### config.mk
export PLATFORM = sky130hd
export DESIGN_NAME = rap_project
export DESIGN_NICKNAME = d
export VERILOG_FILES = /design/src/design/rap_pkg.sv /design/src/design/rap_project.sv
export SDC_FILE = /design/constraint.sdc
export NUM_CORES = 2
export LEC_CHECK = 0
export BUFFER_PORTS_ARGS = -buffer_cell sky130_fd_sc_hd__buf_4
export CAP_MARGIN = 15
export CORE_MARGIN = 2
export CORE_UTILIZATION = 35
export CTS_CLUSTER_DIAMETER = 50
export DETAILED_ROUTE_END_ITERATION = 7
export PLACE_DENSITY = 0.56
export SETUP_SLACK_MARGIN = 0.15
export SYNTH_ARGS = -nofsm -noshare
export SYNTH_HDL_FRONTEND = slang
export SYNTH_SLANG_ARGS = --single-unit
### constraint.sdc
create_clock -name clk -period 8.9 [get_ports clk]
set_input_delay 0.445 -clock clk [delete_from_list [all_inputs] [get_ports clk]]
set_output_delay 0.445 -clock clk [all_outputs]
set_load 0.01 [all_outputs]
### src/design/rap_pkg.sv
`timescale 1ns / 1ps
package rap_pkg;

  // Field widths
  localparam int IN_W       = 16;             // Q1.15 inputs and sine/cosine registers
  localparam int FRAC       = 15;             // fraction bits of one Q1.15 factor
  localparam int W_W        = 13;             // image width register
  localparam int Q_W        = 13;             // screen coordinate
  localparam int CFG_IDX_W  = 3;
  localparam int CFG_DATA_W = IN_W;

  // Datapath widths
  localparam int P_W   = 2 * IN_W;            // one 16x16 product
  localparam int T_W   = P_W + 1;             // sum or difference of two products
  localparam int ROT_W = T_W + FRAC;          // rotated component, Q.45
  localparam int D_W   = ROT_W + 1;           // depth term 2^45 + y' and offsets
  localparam int DEN_W = D_W;                 // divisor 2*D
  localparam int NUM_W = D_W + W_W + 1;       // signed numerator
  localparam int REM_W = NUM_W - 1;           // non-negative numerator / remainder

  // Constants
  localparam logic signed [D_W-1:0] ONE_D     = D_W'(64'd1 << (3 * FRAC));
  localparam logic signed [7:0]     MARGIN2   = 8'sd60;   // twice the 30-pixel margin
  localparam logic [Q_W-1:0]        COORD_MAX = {Q_W{1'b1}};

  localparam logic [IN_W-1:0] RST_COS   = 16'd32767;
  localparam logic [IN_W-1:0] RST_SIN   = 16'd0;
  localparam logic [W_W-1:0]  RST_IMG_W = 13'd1280;

  typedef enum logic [CFG_IDX_W-1:0] {
    CFG_COS_AZ = 3'd0,
    CFG_SIN_AZ = 3'd1,
    CFG_COS_HT = 3'd2,
    CFG_SIN_HT = 3'd3,
    CFG_IMG_W  = 3'd4
  } cfg_idx_e;

  typedef struct packed {
    logic [IN_W-1:0] cos_az;
    logic [IN_W-1:0] sin_az;
    logic [IN_W-1:0] cos_ht;
    logic [IN_W-1:0] sin_ht;
    logic [W_W-1:0]  img_w;
  } cfg_t;

  typedef struct packed {
    logic             valid;
    logic [ROT_W-1:0] rx;
    logic [ROT_W-1:0] ry;
    logic [ROT_W-1:0] rz;
  } rot_t;

  typedef struct packed {
    logic             valid;
    logic             vis;
    logic [NUM_W-1:0] num;
    logic [DEN_W-1:0] den;
  } div_in_t;

  typedef struct packed {
    logic           valid;
    logic           vis;
    logic [Q_W-1:0] q;
  } div_out_t;

endpackage

### src/design/rap_project.sv
`timescale 1ns / 1ps
module rap_project import rap_pkg::*; (
  input  logic           clk,
  input  logic           rst,
  input  logic           en,
  input  rot_t           rot,
  input  logic [W_W-1:0] img_w,
  output div_in_t        xd,
  output div_in_t        yd
);

  logic signed [ROT_W-1:0] rx_s, ry_s, rz_s;
  logic signed [D_W-1:0]   d_c;
  logic signed [W_W:0]     ws;

  // stage C: depth D and the two offset terms
  logic                  c_valid, c_vis;
  logic signed [D_W-1:0] c_d, c_ex, c_ey;

  // stage D: scale by image width
  logic                    d_valid, d_vis;
  logic signed [NUM_W-1:0] d_px, d_py, d_60;
  logic [DEN_W-1:0]        d_den;

  // stage E: numerators
  logic                    e_valid, e_vis;
  logic signed [NUM_W-1:0] e_numx, e_numy;
  logic [DEN_W-1:0]        e_den;

  assign rx_s = $signed(rot.rx);
  assign ry_s = $signed(rot.ry);
  assign rz_s = $signed(rot.rz);
  assign d_c  = ONE_D + D_W'(ry_s);
  assign ws   = $signed({1'b0, img_w});

  // advance valid bits
  always_ff @(posedge clk) begin
    if (rst) begin
      c_valid <= 1'b0;
      d_valid <= 1'b0;
      e_valid <= 1'b0;
    end else if (en) begin
      c_valid <= rot.valid;
      d_valid <= c_valid;
      e_valid <= d_valid;
    end
  end

  always_ff @(posedge clk) begin
    if (en) begin
      c_vis  <= ry_s > 0;
      c_d    <= d_c;
      c_ex   <= d_c + D_W'(rx_s);
      c_ey   <= d_c - D_W'(rz_s);

      d_vis  <= c_vis;
      d_px   <= ws * c_ex;
      d_py   <= ws * c_ey;
      d_60   <= c_d * MARGIN2;
      d_den  <= {c_d[D_W-2:0], 1'b0};

      e_vis  <= d_vis;
      e_numx <= d_60 + d_px;
      e_numy <= d_60 + d_py;
      e_den  <= d_den;
    end
  end

  assign xd = '{valid: e_valid, vis: e_vis, num: e_numx, den: e_den};
  assign yd = '{valid: e_valid, vis: e_vis, num: e_numy, den: e_den};

endmodule

==> Flow_metrics.wiki <==
{| class="wikitable"
! Metric !! Value
|-
| Run status || finished clean
|-
| Placed cell areas || between 80000 and 90000 µm²
|-
| Fraction of post-synthesis cell area in the top cell type by area || between 30% and 40%
|-
| DPL Wire Length || 199000 µm
|-
| Post-Synthesis Cell Area || around 80000 µm²
|-
| Crit Path Max Fanout || 13
|-
| Most common cell in the synthesized netlist || sky130_fd_sc_hd__inv_1
|-
| # resized after CTS || 0
|-
| Initial Utilization || a little over a third
|-
| Via count of the first global-routing pass || 61702
|-
| Number of filler cells placed in the layout || roughly 22000
|-
| First DRT Iteration DRCs || 4108
|-
| Avg Inst Size Synth || ~9.6 µm²
|-
| Insertion delay of the later-clocked pin in the worst-skew pair || 0.72 ns
|-
| Die area || 229000 µm²
|-
| Total number of clock tree sinks || about 550
|-
| Setup repair after global routing missed its margin || false
|-
| Reg-to-reg startpoint || c_ex[9]
|-
| Number of unique standard cell types used by synthesis || between 80 and 90
|-
| Core Area || approximately 220000 µm²
|-
| Type of element capturing the critical path || flip-flop
|-
| Post-Route WL || 247000 µm
|-
| FMAX || about 0.13 GHz
|-
| Max Cap Viol || 0
|-
| Total of endpoints with negative setup slack in the final report || 0
|-
| Hold Crit Class || in -> reg
|-
| Least-Margin Pin Slew || ~1.3 ns
|-
| Number of synthesized flops with an enable pin || between 500 and 600
|-
| Critical hold path startpoint || rot[83]
|-
| Overall die width || roughly 480 µm
|-
| Initial antenna violation count || 29
|-
| Die Y-Extent || 478 µm
|-
| Count of unresolved DRC violations after routing || 0
|-
| Data arrival time at the worst-slack endpoint || between 8 and 9 ns
|-
| Post-layout instance count excluding filler cells || around 11000
|-
| Hold_buf cts || 27
|-
| CTS root buf || sky130_fd_sc_hd__clkbuf_16
|-
| Part of the Yosys area used for sequential elements || between 20% and 30%
|-
| Critical path launch point type || flip-flop
|-
| Minimum setup slack in the final design || 1.33 ns
|-
| Total via count in the routed design || between 50000 and 60000
|-
| Wire length of the first global-routing pass || 376000 µm
|-
| Count of standard-cell rows || 174
|-
| Final Hold Viols || 0
|-
| Number of routed nets with antenna violations || 0
|-
| Synth Warn # || 0
|-
| Via/cell ratio || ~5.1
|-
| CTS Buffer Depth || 3
|-
| Port bufs || slightly below 400
|-
| Fraction of final layout cells sized beyond drive strength 1 || 7.37%
|-
| Top cells by area in the synthesized netlist || sky130_fd_sc_hd__fa_1 31%, sky130_fd_sc_hd__edfxtp_1 21%, sky130_fd_sc_hd__ha_1 9.5%, sky130_fd_sc_hd__inv_1 7.5%, sky130_fd_sc_hd__and2_1 5.1%
|-
| Pre-CTS setup slack || 0.968 ns
|-
| Number of pins with negative max-slew slack in the final report || 0
|-
| Maximum number of pins on one net before global-route repair || between 100 and 150
|-
| GPL Wtd Cong || ~0.92
|-
| Total routing usage reported by global routing || about 22%
|-
| Most common library cells after synthesis || 1569 x sky130_fd_sc_hd__inv_1, 1227 x sky130_fd_sc_hd__fa_1, 899 x sky130_fd_sc_hd__nand2_1
|-
| Post-synth top flop || sky130_fd_sc_hd__edfxtp_1
|-
| Nets || 10357
|-
| Post-route minimum period || 7.57 ns
|-
| Postcts setup bufs || 0
|-
| Headroom to the max-slew limit || between 10% and 20%
|-
| Number of top-level pins || approximately 400
|-
| Top cell type by total area after synthesis || sky130_fd_sc_hd__fa_1
|-
| Routed WL per cell || 21.6 µm
|-
| Final total negative setup slack || 0 ns
|-
| CTS tree || yes
|-
| Placed instance count || about 11000
|-
| Async set or reset register ratio after synthesis || 0%
|-
| Worst EP required || just over 9 ns
|-
| Flop and latch count out of synthesis || 554
|-
| Crit Path Class || reg -> reg
|-
| Clock Skew || 0.0279 ns
|-
| Startpoint of the most critical setup path || c_ex[9]
|-
| Synthesis-to-layout area growth || 10.7%
|-
| Post-Layout Inst Area || a little under 90000 µm²
|-
| Fin crit share || about 85%
|-
| Gate Count Post-Synth || 8213
|-
| Depth of the CTS H-tree || 3
|-
| Number of buffers created by CTS || between 70 and 80
|-
| Clock-pin slew on the worst setup and hold paths || approximately 0.070 ns
|-
| Global route overflow || 0
|-
| Number of iterations in the first detailed-routing pass || 5
|}
-- layout make-up --
type                            instances  area, µm²  share of cell area [%]
Multi-Input combinational cell       5685      54500                    62.5
Sequential cell                       554      16600                    19.0
Inverter                             1570       5890                    6.76
Timing Repair Buffer                  481       3760                    4.31
Tap cell                             2992       3740                    4.29
Clock buffer                           86       2020                    2.32
Clock inverter                         59        644                   0.739
Antenna cell                            7       17.5                  0.0201
-- worst max-delay path: stages (launching register included) --
cell	delay (ns)
sky130_fd_sc_hd__edfxtp_1	0.69
sky130_fd_sc_hd__and2_1	0.32
sky130_fd_sc_hd__fa_1	0.50
sky130_fd_sc_hd__inv_1	0.05
sky130_fd_sc_hd__fa_1	0.47
sky130_fd_sc_hd__inv_1	0.05
sky130_fd_sc_hd__fa_1	0.48
sky130_fd_sc_hd__fa_1	0.53
sky130_fd_sc_hd__fa_1	0.50
sky130_fd_sc_hd__inv_1	0.05
sky130_fd_sc_hd__fa_1	0.50
sky130_fd_sc_hd__inv_1	0.05
sky130_fd_sc_hd__ha_1	0.34
sky130_fd_sc_hd__nand3_1	0.11
sky130_fd_sc_hd__nor2_1	0.14
sky130_fd_sc_hd__a31oi_1	0.16
sky130_fd_sc_hd__a31oi_1	0.54
sky130_fd_sc_hd__a311oi_1	0.19
sky130_fd_sc_hd__buf_4	0.19
sky130_fd_sc_hd__o21a_1	0.25
sky130_fd_sc_hd__o31a_2	0.43
sky130_fd_sc_hd__o21ai_0	0.41
sky130_fd_sc_hd__a21boi_0	0.20
sky130_fd_sc_hd__xnor2_1	0.17
-- cells by family after synthesis --
kind of cell | count (synthesis) | share of synthesized area (%)
muxes | 6 | 0.0779
and+or+nand+nor | 2178 | 13.7
buffers and inverters | 1975 | 9.70
DFF | 554 | 21.1
AOI/OAI and AO/OA | 1295 | 10.5
other | 1 | 0.00476
adders and majority gates | 1825 | 40.7
xor gates and xnor gates | 379 | 4.22
-- flip-flops by register name, indices dropped and copies added, names as in the netlist, 48 cells and up --
name    cells
c_d        49
c_ex       49
c_ey       49
d_60       53
d_den      48
d_px       63
d_py       63
e_den      48
e_numx     63
e_numy     63
-- routing by layer --
metal | share of wire, % | vias to the layer above | GRT usage, %
met4 | 4.4 | 6 | 9.08
met3 | 6.1 | 355 | 3.15
met5 | 0.015 | - | 0
met2 | 45 | 1814 | 34.8
li1 | - | 26539 | -
met1 | 44 | 29702 | 29.2
-- cells in the final DEF (no fill, tap or decap), drive strengths merged, types with 9 or more instances in the layout --
| master | instances |
|---|---|
| clkinv | 27 |
| edfxtp | 551 |
| nand3 | 97 |
| a21o | 205 |
| nand2b | 43 |
| and4 | 10 |
| o21a | 61 |
| nor4 | 32 |
| o21bai | 70 |
| a211o | 12 |
| a41oi | 12 |
| or3 | 14 |
| o21ai | 238 |
| a21boi | 23 |
| and3 | 45 |
| dlygate4sd3 | 27 |
| and2 | 636 |
| ha | 598 |
| clkbuf | 86 |
| xnor2 | 243 |
| o31ai | 24 |
| fa | 1227 |
| a211oi | 45 |
| nor2b | 48 |
| a221oi | 9 |
| nor2 | 203 |
| inv | 1591 |
| a21oi | 401 |
| buf | 454 |
| o211ai | 32 |
| a31oi | 53 |
| a2111oi | 10 |
| nor3 | 55 |
| nand2 | 899 |
| xor2 | 136 |
| nand4 | 71 |
-- path summary, 6_finish.rpt --
kind	endpoint	slack [ns]	cells after the start
worst max-delay path	d_px[56]	1.33	23
worst min-delay path	c_d[35]	0.06	1
worst max register to register	d_px[56]	1.33	23
worst min register to register	e_den[43]	0.41	0
-- per-stage QoR --
| stage | utilization [%] | hold slack, ns |
|---|---|---|
| finish | 38.9 | 0.0626 |
| global route | 38.9 | 0.0391 |
| CTS | 38.9 | 0.000811 |
| detailed placement | 37.6 | 0.405 |
| global placement | 37.6 | 0.403 |
| floorplan | - | 0.400 |
Power is left out: the tool's default activity adds up to more than one toggle a clock period on the data nets, which glitch-free logic cannot reach.
