==> src/design/rap_pkg.sv <==
`timescale 1ns / 1ps
package rap_pkg;

  // Field widths
  localparam int IN_W       = 16;             // Q1.15 inputs and sine/cosine registers
  localparam int FRAC       = 15;             // fraction bits of one Q1.15 factor
  localparam int W_W        = 13;             // image width register
  localparam int Q_W        = 13;             // screen coordinate
  localparam int CFG_IDX_W  = 3;
  localparam int CFG_DATA_W = IN_W;

  // Datapath widths
  localparam int P_W   = 2 * IN_W;            // one 16x16 product
  localparam int T_W   = P_W + 1;             // sum or difference of two products
  localparam int ROT_W = T_W + FRAC;          // rotated component, Q.45
  localparam int D_W   = ROT_W + 1;           // depth term 2^45 + y' and offsets
  localparam int DEN_W = D_W;                 // divisor 2*D
  localparam int NUM_W = D_W + W_W + 1;       // signed numerator
  localparam int REM_W = NUM_W - 1;           // non-negative numerator / remainder

  // Constants
  localparam logic signed [D_W-1:0] ONE_D     = D_W'(64'd1 << (3 * FRAC));
  localparam logic signed [7:0]     MARGIN2   = 8'sd60;   // twice the 30-pixel margin
  localparam logic [Q_W-1:0]        COORD_MAX = {Q_W{1'b1}};

  localparam logic [IN_W-1:0] RST_COS   = 16'd32767;
  localparam logic [IN_W-1:0] RST_SIN   = 16'd0;
  localparam logic [W_W-1:0]  RST_IMG_W = 13'd1280;

  typedef enum logic [CFG_IDX_W-1:0] {
    CFG_COS_AZ = 3'd0,
    CFG_SIN_AZ = 3'd1,
    CFG_COS_HT = 3'd2,
    CFG_SIN_HT = 3'd3,
    CFG_IMG_W  = 3'd4
  } cfg_idx_e;

  typedef struct packed {
    logic [IN_W-1:0] cos_az;
    logic [IN_W-1:0] sin_az;
    logic [IN_W-1:0] cos_ht;
    logic [IN_W-1:0] sin_ht;
    logic [W_W-1:0]  img_w;
  } cfg_t;

  typedef struct packed {
    logic             valid;
    logic [ROT_W-1:0] rx;
    logic [ROT_W-1:0] ry;
    logic [ROT_W-1:0] rz;
  } rot_t;

  typedef struct packed {
    logic             valid;
    logic             vis;
    logic [NUM_W-1:0] num;
    logic [DEN_W-1:0] den;
  } div_in_t;

  typedef struct packed {
    logic           valid;
    logic           vis;
    logic [Q_W-1:0] q;
  } div_out_t;

endpackage

==> src/design/rap_divider.sv <==
`timescale 1ns / 1ps
module rap_divider import rap_pkg::*; (
  input  logic     clk,
  input  logic     rst,
  input  logic     en,
  input  div_in_t  din,
  output div_out_t dout
);

  // stage 0 checks the clip cases, stages 1..Q_W each resolve one quotient bit
  logic [Q_W:0]     st_valid;
  logic [Q_W:0]     st_vis;
  logic [Q_W:0]     st_zero;
  logic [Q_W:0]     st_sat;
  logic [REM_W-1:0] st_rem [0:Q_W];
  logic [DEN_W-1:0] st_den [0:Q_W];
  logic [Q_W-1:0]   st_q   [0:Q_W];

  logic             o_valid, o_vis;
  logic [Q_W-1:0]   o_q;

  // stage 0: negative numerator or hidden point clips to zero, large quotient saturates
  always_ff @(posedge clk) begin
    if (rst) begin
      st_valid[0] <= 1'b0;
    end else if (en) begin
      st_valid[0] <= din.valid;
    end
  end

  always_ff @(posedge clk) begin
    if (en) begin
      st_vis[0]  <= din.vis;
      st_zero[0] <= !din.vis || din.num[NUM_W-1];
      st_sat[0]  <= din.num[REM_W-1:0] >= {din.den, {Q_W{1'b0}}};
      st_rem[0]  <= din.num[REM_W-1:0];
      st_den[0]  <= din.den;
      st_q[0]    <= '0;
    end
  end

  // restoring steps, most significant quotient bit first
  for (genvar k = 0; k < Q_W; k++) begin : g_step
    localparam int SH = Q_W - 1 - k;
    logic [REM_W-1:0] trial;
    logic             fits;

    assign trial = REM_W'(st_den[k]) << SH;
    assign fits  = st_rem[k] >= trial;

    always_ff @(posedge clk) begin
      if (rst) begin
        st_valid[k+1] <= 1'b0;
      end else if (en) begin
        st_valid[k+1] <= st_valid[k];
      end
    end

    always_ff @(posedge clk) begin
      if (en) begin
        st_vis[k+1]      <= st_vis[k];
        st_zero[k+1]     <= st_zero[k];
        st_sat[k+1]      <= st_sat[k];
        st_den[k+1]      <= st_den[k];
        st_rem[k+1]      <= fits ? st_rem[k] - trial : st_rem[k];
        st_q[k+1]        <= st_q[k] | (Q_W'(fits) << SH);
      end
    end
  end

  // output stage: apply clipping
  always_ff @(posedge clk) begin
    if (rst) begin
      o_valid <= 1'b0;
    end else if (en) begin
      o_valid <= st_valid[Q_W];
    end
  end

  always_ff @(posedge clk) begin
    if (en) begin
      o_vis <= st_vis[Q_W];
      if (st_zero[Q_W]) begin
        o_q <= '0;
      end else if (st_sat[Q_W]) begin
        o_q <= COORD_MAX;
      end else begin
        o_q <= st_q[Q_W];
      end
    end
  end

  assign dout = '{valid: o_valid, vis: o_vis, q: o_q};

  // an in-range quotient leaves a remainder below the divisor
  a_rem_below_den: assert property (@(posedge clk) disable iff (rst)
    st_valid[Q_W] && !st_zero[Q_W] && !st_sat[Q_W] |->
      st_rem[Q_W] < REM_W'(st_den[Q_W]))
    else $error("divider remainder not below divisor");

endmodule

==> config.mk <==
export PLATFORM = sky130hd
export DESIGN_NAME = rap_divider
export DESIGN_NICKNAME = d
export VERILOG_FILES = /design/src/design/rap_pkg.sv /design/src/design/rap_divider.sv
export SDC_FILE = /design/constraint.sdc
export NUM_CORES = 2
export LEC_CHECK = 0
export BUFFER_PORTS_ARGS = -buffer_cell sky130_fd_sc_hd__buf_2
export CAP_MARGIN = 5
export CORE_ASPECT_RATIO = 0.75
export CORE_MARGIN = 2
export CORE_UTILIZATION = 64
export DETAILED_ROUTE_END_ITERATION = 10
export PLACE_DENSITY = 0.81
export SYNTH_ARGS = -nofsm -noshare
export SYNTH_HDL_FRONTEND = slang
export SYNTH_SLANG_ARGS = --single-unit
==> constraint.sdc <==
create_clock -name clk -period 4.8 [get_ports clk]
set_clock_uncertainty 0.1 [all_clocks]
set_input_delay 0.96 -clock clk [delete_from_list [all_inputs] [get_ports clk]]
set_output_delay 0.96 -clock clk [all_outputs]
set_load 0.005 [all_outputs]
==> summary by stage <==
Synth
The post-synth net total is 9917. By instance count, the leading cell after synthesis is sky130_fd_sc_hd__edfxtp_1. The async set-or-reset flop fraction in the synthesized netlist is 0%. In the post-synthesis netlist, the biggest area contributors are sky130_fd_sc_hd__edfxtp_1 50%, sky130_fd_sc_hd__ha_1 9.1%, sky130_fd_sc_hd__a21oi_1 5.5%. The count of mapped cells out of synthesis is 9102. In the synthesized netlist the dominant register cell turns out to be sky130_fd_sc_hd__edfxtp_1. Sequential cells were found to cover 50.7% of the synthesized design area. The number of flops mapped to enable cells by yosys is 1590. The register bit count reported by yosys is 1605.

Yosys mapped the design onto 91 distinct sky130hd cell types. The most area-hungry cell type in the Yosys netlist is sky130_fd_sc_hd__edfxtp_1. The average instance area after synthesis is 10.4 um2. After synthesis the cells add up to 94700 um2. For this run, the number of Yosys warnings is 0.

Counting instances in the post-synthesis netlist gives the leading cell types as 1590 x sky130_fd_sc_hd__edfxtp_1, 1038 x sky130_fd_sc_hd__a21oi_1, 854 x sky130_fd_sc_hd__inv_1. Summed over its instances, the top area cell type makes up 50.4% of the synthesized netlist area.

GRT
The via count of the first global-routing pass is 68000. The pin count of the biggest net entering global routing is 136. Global routing used 30.1% of the available tracks across all layers. The initial antenna violation count is 2. The overall overflow remaining after global route is 0. The global-route wire length before repair is 360000 um.

Finish
Across the whole layout, storage elements account for 48000 um2. The number of filler instances in the final layout is 10400. The count of non-filler cells in the finished layout is 11400.

The synthesis-to-finish area growth is 9.32%. The number of nets in the final layout is 10100. The multi-input logic area is 42200 um2. The post-route netlist has 7.60% of its cells at a drive strength greater than 1.

Die
The height of the chip is 337 um. 132 I/O pins were placed. The starting utilization of the core area is 64.3%.

From left edge to right edge, the die measures 448 um. The overall die area is 151000 um2. In this run the standard cell core region covers 147000 um2.

The number of standard-cell rows in the floorplan is 122.

Critical path
In this run the critical register-to-register path is launched from st_rem[0][12]$_DFFE_PP_. At the worst endpoint, the required time is 5.26 ns. Of all nets on the critical path, the largest fanout is 73.

The worst register-to-register path has a depth of 16. STA puts the critical path data arrival time at 5.19 ns. In this run the critical register-to-register path is captured at st_rem[0][84]$_DFFE_PP_.

The worst setup path is launched from a flip-flop. The worst-case register-to-register setup slack is 0.07 ns. The kind of end point of the critical path is a flip-flop. The worst setup path is of the flip-flop to flip-flop kind.

Timing
Headroom to the max-slew limit came out at 36.7%. The measured slew at the worst slew-check pin is 0.950 ns. After layout, the worst path uses 98.5% of the clock period. The setup total negative slack is 0 ns. Setup violations remaining at the end of the flow were counted as 0.

The count of endpoints failing hold in the final timing report is 0. Timing would allow up to 212 MHz. After layout, the minimum clock period comes to 4.73 ns.

The number of max-slew violations in the final report came to 0.

Power and ir drop
The power share of the sequential group is 35.3%. Of the total power, combinational logic draws 45.2%. The cell-internal power is 39.1 mW. The total power density per cell area is 613 nW/um2. IR analysis of the VDD net gives a maximum drop of 0.000368 V. Overall power consumption after layout is estimated at 63.5 mW.

Summed over all nets, the switching power comes to 24.4 mW. Net switching is 38.4% of the power. Of the total power, the clock network draws 19.5%. The leakage component of the power is 42.4 nW.

Route
The average routed wire per standard cell is 20.2 um. The count of nets left with antenna violations once routing finished came out at 0. The number of remaining DRC errors is 0. Using the TritonRoute via totals, the vias-per-cell ratio works out to 6.13. The routed design has 230000 um of wire.

The pre-antenna-repair detailed-routing pass consisted of 6 iterations. In this run, the number of DRC markers left after iteration 0 of detailed routing was 6825. For this block, the via count after detailed routing is 69600.

Place
The number of placed instances with taps included is 11100. The wire-length estimate of the detail-placed layout is 175000 um. At the end of routability-driven placement, the weighted congestion stood at 1.01. Input and output buffers added on the ports amount to 131.

Min path
The capture endpoint of the worst hold path is st_den[0][7]$_DFFE_PP_. The tightest min-delay check is of the input port to flip-flop type. The worst hold path begins at din[7]. Along the worst hold path, the cell count comes to 1.

Flow run
The max capacitance violation total is 0.

Outcome
The run finished with clean final reports.

Clock network
The number of CTS-inserted buffers is 161. No sink is reached through more buffers than the 3 on the longest clock path. The clock tree synthesis step divided the H-tree into 4 levels. After clock tree synthesis, the flow added hold-fix buffers numbering 0. The CTS tree is done. The cell sitting at the root of the clock tree is a sky130_fd_sc_hd__clkbuf_16. Clock latency on the worst-skew pair, taken at its later pin, is 0.82 ns. After clock tree synthesis, the clock-pin slew on the worst setup and hold paths is 0.06 ns. The clock drives 1605 sinks.
## metrics by stage
stage / util [%] / area, um2 / setup WS [ns] / hold WS [ns]
floorplan: - / 94700 / 0.946 / 0.300
global placement: 66.8 / 98400 / 0.333 / 0.302
detailed placement: 66.8 / 98400 / 0.208 / 0.305
CTS: 70.3 / 104000 / 0.179 / 0.177
global route: 70.3 / 104000 / -0.0145 / 0.206
finish: 70.3 / 104000 / 0.0719 / 0.233
## worst max-delay path by stage
stage / slack, ns / cells after the start / end / from
floorplan: 0.95 / 17 / st_rem[0][90]$_DFFE_PP_ / st_rem[0][12]$_DFFE_PP_
global placement: 0.33 / 16 / st_rem[0][75]$_DFFE_PP_ / st_rem[0][12]$_DFFE_PP_
detailed placement: 0.21 / 16 / st_rem[0][84]$_DFFE_PP_ / st_rem[0][12]$_DFFE_PP_
CTS: 0.18 / 16 / st_rem[0][87]$_DFFE_PP_ / st_rem[0][12]$_DFFE_PP_
global route: -0.01 / 16 / st_rem[0][84]$_DFFE_PP_ / st_rem[0][12]$_DFFE_PP_
finish: 0.07 / 16 / st_rem[0][84]$_DFFE_PP_ / st_rem[0][12]$_DFFE_PP_
## cell families after synthesis
kind of cell,count (synthesis),synth area share [%]
compound gates,2590,16.7
xor+xnor,603,5.58
fa+ha+maj,698,9.32
buf+inv,1193,4.76
flops,1605,50.7
mux,128,1.49
simple gates,2285,11.4
## worst max-delay path: stages, from the launching register on
cell,delay (ns)
sky130_fd_sc_hd__edfxtp_1,0.43
sky130_fd_sc_hd__inv_1,0.08
sky130_fd_sc_hd__ha_1,0.18
sky130_fd_sc_hd__inv_1,0.06
sky130_fd_sc_hd__fa_1,0.43
sky130_fd_sc_hd__a211oi_1,0.29
sky130_fd_sc_hd__o21bai_1,0.23
sky130_fd_sc_hd__a2111oi_4,0.51
sky130_fd_sc_hd__nand3_1,0.13
sky130_fd_sc_hd__and3_1,0.24
sky130_fd_sc_hd__o32ai_1,0.26
sky130_fd_sc_hd__buf_4,0.18
sky130_fd_sc_hd__o21ai_1,0.15
sky130_fd_sc_hd__a311oi_1,0.46
sky130_fd_sc_hd__o21ai_4,0.10
sky130_fd_sc_hd__buf_12,0.22
sky130_fd_sc_hd__mux2_2,0.33
## power groups by stage
stage | registers [mW] | logic [mW] | clock network (mW)
final | 22.4 | 28.7 | 12.4
after floorplan | 21.6 | 21.2 | 0
after global routing | 22.7 | 31.6 | 13.1
after detailed placement | 22.5 | 27.9 | 0
after global placement | 22.4 | 27.3 | 0
after CTS | 22.3 | 28.2 | 12.6
## sequential cells by signal, summed over array words and instances, names as in the netlist
register and cells:
st_rem 806, st_den 637, st_q 91, st_sat 14
st_valid 14, st_vis 14, st_zero 14, o_q 13
o_valid 1, o_vis 1
## area by class of cell
| cell class | instances | share of cell area (%) |
|---|---|---|
| clock inverter | 92 | 0.912 |
| multi-input combinational | 6304 | 40.8 |
| tap | 1984 | 2.40 |
| timing repair buffer | 309 | 2.29 |
| inverter | 857 | 3.11 |
| sequential | 1605 | 46.4 |
| clock buffer | 199 | 4.08 |
| antenna | 4 | 0.00967 |
## placed cells by master (no fill, tap or decap), drive strengths merged, types with 110 or more instances in the layout
| master | instances |
|---|---|
| a21o | 376 |
| xnor2 | 353 |
| inv | 867 |
| nand4 | 185 |
| nor2 | 732 |
| o21ai | 538 |
| xor2 | 250 |
| edfxtp | 1590 |
| nand2 | 630 |
| a21oi | 1039 |
| ha | 686 |
| nand3 | 145 |
| clkbuf | 199 |
| buf | 309 |
| nor3 | 110 |
## repair_timing
item | 4_1_cts | 5_1_grt
endpoints found under the hold margin | 0 | 0
buffers inserted | 0 | 0
setup endpoints to repair | 0 | 27
resized for setup | 0 | 1
## layer usage
| metal | vias to the layer above | track usage (%) | share of wire, % |
|---|---|---|---|
| li1 | 33500 | - | - |
| met1 | 32300 | 37.9 | 41 |
| met2 | 3081 | 50.6 | 47 |
| met3 | 664 | 3.23 | 5.7 |
| met4 | 0 | 18.1 | 6.4 |
| met5 | - | 0 | 0 |
(Power assumes the default switching activity.)
